<file path="config.mk">
export PLATFORM = sky130hd
export DESIGN_NAME = iparm_cell
export DESIGN_NICKNAME = d
export VERILOG_FILES = /design/src/design/iparm_pkg.sv /design/src/design/iparm_cell.sv
export SDC_FILE = /design/constraint.sdc
export NUM_CORES = 1
export LEC_CHECK = 0
export ABC_AREA = 1
export BUFFER_PORTS_ARGS = -buffer_cell sky130_fd_sc_hd__buf_2
export CAP_MARGIN = 15
export CELL_PAD_IN_SITES_DETAIL_PLACEMENT = 1
export CELL_PAD_IN_SITES_GLOBAL_PLACEMENT = 1
export CORE_MARGIN = 3
export CORE_UTILIZATION = 34
export CTS_CLUSTER_DIAMETER = 40
export DETAILED_ROUTE_END_ITERATION = 10
export PLACE_DENSITY_LB_ADDON = 0.1
export SETUP_SLACK_MARGIN = 0.05
export SLEW_MARGIN = 20
export SYNTH_ARGS = -nofsm -noshare
export SYNTH_HDL_FRONTEND = slang
export SYNTH_SLANG_ARGS = --single-unit
</file>
<file path="constraint.sdc">
create_clock -name clk -period 2.6 [get_ports clk]
set_input_delay 0.52 -clock clk [delete_from_list [all_inputs] [get_ports clk]]
set_output_delay 0.52 -clock clk [all_outputs]
set_load 0.02 [all_outputs]
</file>
<file path="src/design/iparm_pkg.sv">
// Shared types, constants and codes for the IP access rule matcher.
package iparm_pkg;

	localparam int RuleSlotsDefault  = 32;
	localparam int ClassSlotsDefault = 8;
	localparam logic [15:0] UsageTop = 16'hFFFF;

	typedef enum logic [2:0] {
		ACT_LOAD_RULE  = 3'd0,
		ACT_LOAD_CLASS = 3'd1,
		ACT_CONNECT    = 3'd2,
		ACT_RECOUNT    = 3'd3,
		ACT_RELEASE    = 3'd4
	} action_t;

	typedef enum logic [1:0] {
		VERDICT_OK      = 2'd0,
		VERDICT_FULL    = 2'd1,
		VERDICT_NOMATCH = 2'd2,
		VERDICT_DONE    = 2'd3
	} verdict_t;

	localparam logic REG_RULES_IN_USE   = 1'b0;
	localparam logic REG_CLASSES_IN_USE = 1'b1;

	typedef enum logic [1:0] {
		ST_IDLE,
		ST_WALK,
		ST_CLASS,
		ST_OUT
	} state_t;

	// Search word that travels down the rule chain
	typedef struct packed {
		logic        live;
		logic        found;
		logic [2:0]  cls;
		logic [31:0] addr;
		logic [4:0]  hour;
		logic [2:0]  wday;
	} probe_t;

	// One rule as held in a cell
	typedef struct packed {
		logic [31:0] addr;
		logic [31:0] mask;
		logic        timed;
		logic [23:0] hours;
		logic [6:0]  days;
		logic [2:0]  cls;
	} rule_t;

endpackage

</file>
<file path="src/design/iparm_cell.sv">
// One rule cell: holds a rule and tests the probe word passing through.
module iparm_cell #(
	parameter int ClassSlots = iparm_pkg::ClassSlotsDefault
) (
	input  logic               clk,
	input  logic               arst_n,
	input  logic               wr,
	input  iparm_pkg::rule_t   wr_rule,
	input  logic               enable,
	input  iparm_pkg::probe_t  probe_in,
	output iparm_pkg::probe_t  probe_out
);
	import iparm_pkg::*;

	rule_t  rule_q;
	probe_t probe_q;
	logic   hit;

	// Hold the rule written by load
	always_ff @(posedge clk) begin
		if (wr) begin
			rule_q <= wr_rule;
		end
	end

	// Match address, class range and time window
	always_comb begin
		hit = (((rule_q.addr ^ probe_in.addr) & rule_q.mask) == 32'd0)
			&& (32'(rule_q.cls) < ClassSlots);
		if (rule_q.timed) begin
			if (probe_in.hour >= 5'd24 || !rule_q.hours[probe_in.hour]) hit = 1'b0;
			if (probe_in.wday >= 3'd7 || !rule_q.days[probe_in.wday]) hit = 1'b0;
		end
	end

	// Pass the probe on, marking the first hit
	always_ff @(posedge clk or negedge arst_n) begin
		if (!arst_n) begin
			probe_q <= '0;
		end else begin
			probe_q.live  <= probe_in.live;
			probe_q.found <= probe_in.found || (enable && probe_in.live && hit);
			probe_q.addr  <= probe_in.addr;
			probe_q.hour  <= probe_in.hour;
			probe_q.wday  <= probe_in.wday;
			probe_q.cls   <= (probe_in.found || !(enable && hit)) ? probe_in.cls : rule_q.cls;
		end
	end

	assign probe_out = probe_q;

endmodule

</file>
==> results.toml <==
[run_status]
outcome = "finished clean"

[synthesis]
ys_seq_elements = 144
ys_seq_area_share_pct = 79.6
synth_edf_count = 99
synth_most_common_cell = "edfxtp_1"
synth_cell_types = 23
syn_inst = 382
syn_area_um2 = 5150
yosys_warnings = 0
syn_avg_cell_area_um2 = 13.5
synth_nets = 530
async_flop_share_pct = 31.3
synth_top_area_cell = "edfxtp_1"
synth.area.top_cells = "edfxtp_1, dfrtp_1, nand2_1, nand3_1, inv_1"
synth_top_area_share_pct = 57.7
synthTopCellsByCount = "edfxtp_1, nand2_1, dfrtp_1, inv_1, nand3_1"
synthFlopType = "edfxtp_1"

[sta]
max_freq_ghz = 0.598
rsz0062_at_grt = "false"
slew_headroom_pct = 64.2
worst_pin_slew_ps = 537
setup_viol = 0
fin_crit_ps = 1670
hold_violations = 0
period_share_pct = 64.3
clock_skew_ps = 13.8
slew_violations = 0
setup_tns_ps = 0
hold_ws_ps = 72.3

[global_routing]
grt_max_degree = 100
grt_pass1_vias = 3745
grt_use_total_pct = 15.4
overflow = 0
grt_pass1_wl_um = 18800
antenna_found_initial = 3

[routing]
route.detailed.drc = 0
viasPerCell = 4.46
vias = 3524
drt-pass1-iter-count = 4
finalWirelength_um = 12400
antenna_left = 0
drt-initial-drc-count = 173
wl_per_cell_um = 15.7

[layout]
area_growth_pct = 33.6
fillers = 1620
post-route-cell-area_um2 = 6890
nets = 741
layout.cells.non_filler = 791
drive_gt1_share_pct = 38.6

[cts]
cts_hold_buf = 0
clk_path_buf_depth = 2
htreeDepth = 4
cts_root_buf = "clkbuf_16"
cts_tree = "yes"
clk_latency_ps = 420
cts_resized = 0
cts.clk_slew.worst_paths_ps = 60
cts_setup_buffers = 0
cts.sinks = 144
cts_made_buffers = 17

[placement]
io_buffers = 192
dpl.hpwl_um = 9170
place.gp.congestion = 0.725
placed_cell_area_um2 = 6350
dpl.cell_count = 758

[die]
initial_core_util_pct = 35.1
dieArea_um2 = 16700
ios = 193
core_um2 = 14700
num_rows = 44
die_x_um = 129
fp.dieH_um = 129

[critical_path]
cp_data_arrival_time_ps = 1980
critical_path.max_fanout = 5
reg2reg_slack_ps = 930
endpoint_kind = "flop"
worstPathRequired_ps = 2910
startpoint_type = "flop"
worstSetupPathType = "flop to flop"

[run]
maxCapViolCount = 0

[power]
fin_total_pwr_w = 0.00529
pwr_density_cell_nw_per_um2 = 769
ir_worst_vdd_mv = 0.517
leakage_nw = 3.16

[worst_hold_path]
hold_class = "primary input to asynchronous set/reset pin"
[cells by family after synthesis]
group / count (synthesis) / share of synthesized area (%)
xor gates and xnor gates: 1 / 0.170
AOI/OAI and AO/OA: 16 / 1.75
buffers and inverters: 44 / 3.50
DFF: 144 / 79.6
and+or+nand+nor: 177 / 15.0
[where the power goes]
part | internal (W) | leakage [nW] | switching, W
registers | 0.00263 | 1.49 | 0.0000501
logic | 0.000171 | 1.42 | 0.000249
clock network | 0.00123 | 0.251 | 0.000953
total | 0.00404 | 3.16 | 0.00125
[sequential cells by signal, indices dropped and copies added (netlist names)]
| name | cells |
|---|---|
| probe_out | 45 |
| rule_q | 99 |
[cell type report]
class	count	area (um2)	share of cell area (%)
diodes	1	2.50	0.0363
well taps	184	230	3.34
inverters	42	158	2.29
clock buffers	18	439	6.38
flip-flops and latches	144	4100	59.5
multi-input cells	194	873	12.7
repair buffers	194	991	14.4
clock inverters	14	92.6	1.34
[cells in the final DEF (no fill, tap or decap)]
master      netlist  final
buf_12            0      1
buf_4             0      2
o211ai_1          2      2
nor2_1           19     19
inv_2             1      1
nand3b_1          1      1
buf_2             0    191
clkinv_2          0      5
clkbuf_16         0     17
or2_0             3      3
diode_2           0      1
a21oi_1           3      3
xor2_1            1      1
nand3_2           1      1
clkinvlp_4        0      5
nor2_4            1      1
clkinv_1          0      1
o22ai_1           1      1
nand2_1          98     98
or2_1             2      2
a21oi_2           1      1
inv_1            41     41
nor3_1            2      2
dfrtp_1          45     45
or2_2             4      4
clkbuf_8          0      1
clkinv_4          0      2
edfxtp_1         99     99
nand4_1           7      7
o21ai_0           9      9
inv_6             0      1
nand3_1          38     38
nand2_2           1      1
[worst paths after layout]
kind / endpoint / start / cells after the start
min reg2reg: probe_out[41] / rule_q[1] / 2
min: probe_out[6] / arst_n / 1
min in group clk: probe_out[38] / probe_in[38] / 1
max in group asynchronous: probe_out[2] / arst_n / 2
max: probe_out[42] / rule_q[92] / 9
max reg2reg: probe_out[42] / rule_q[92] / 9
[routing by layer]
layer	global-route usage, %	share of wire (%)	up-vias
met5	0	0.22	-
li1	-	-	1724
met2	25.6	51	128
met3	7.96	9.1	17
met4	5.74	1.2	4
met1	16.9	39	1651
[worst max-delay path, stage by stage (launching register included)]
cell and delay [ps]:
edfxtp_1 390, or2_2 280, nand3_1 70, nand4_1 80
nor2_1 190, nand3_1 160, nor2_4 170, nand3_2 110
nand2_1 70, nand2_1 50
[through the flow]
| stage | util (%) | setup WS (ps) |
|---|---|---|
| after detailed placement | 43.2 | 625 |
| after global routing | 46.8 | 789 |
| after CTS | 46.8 | 889 |
| after global placement | 43.2 | 708 |
| after floorplan | - | 1040 |
| final | 46.8 | 927 |
No activity file was read; power rests on OpenSTA's default activity.
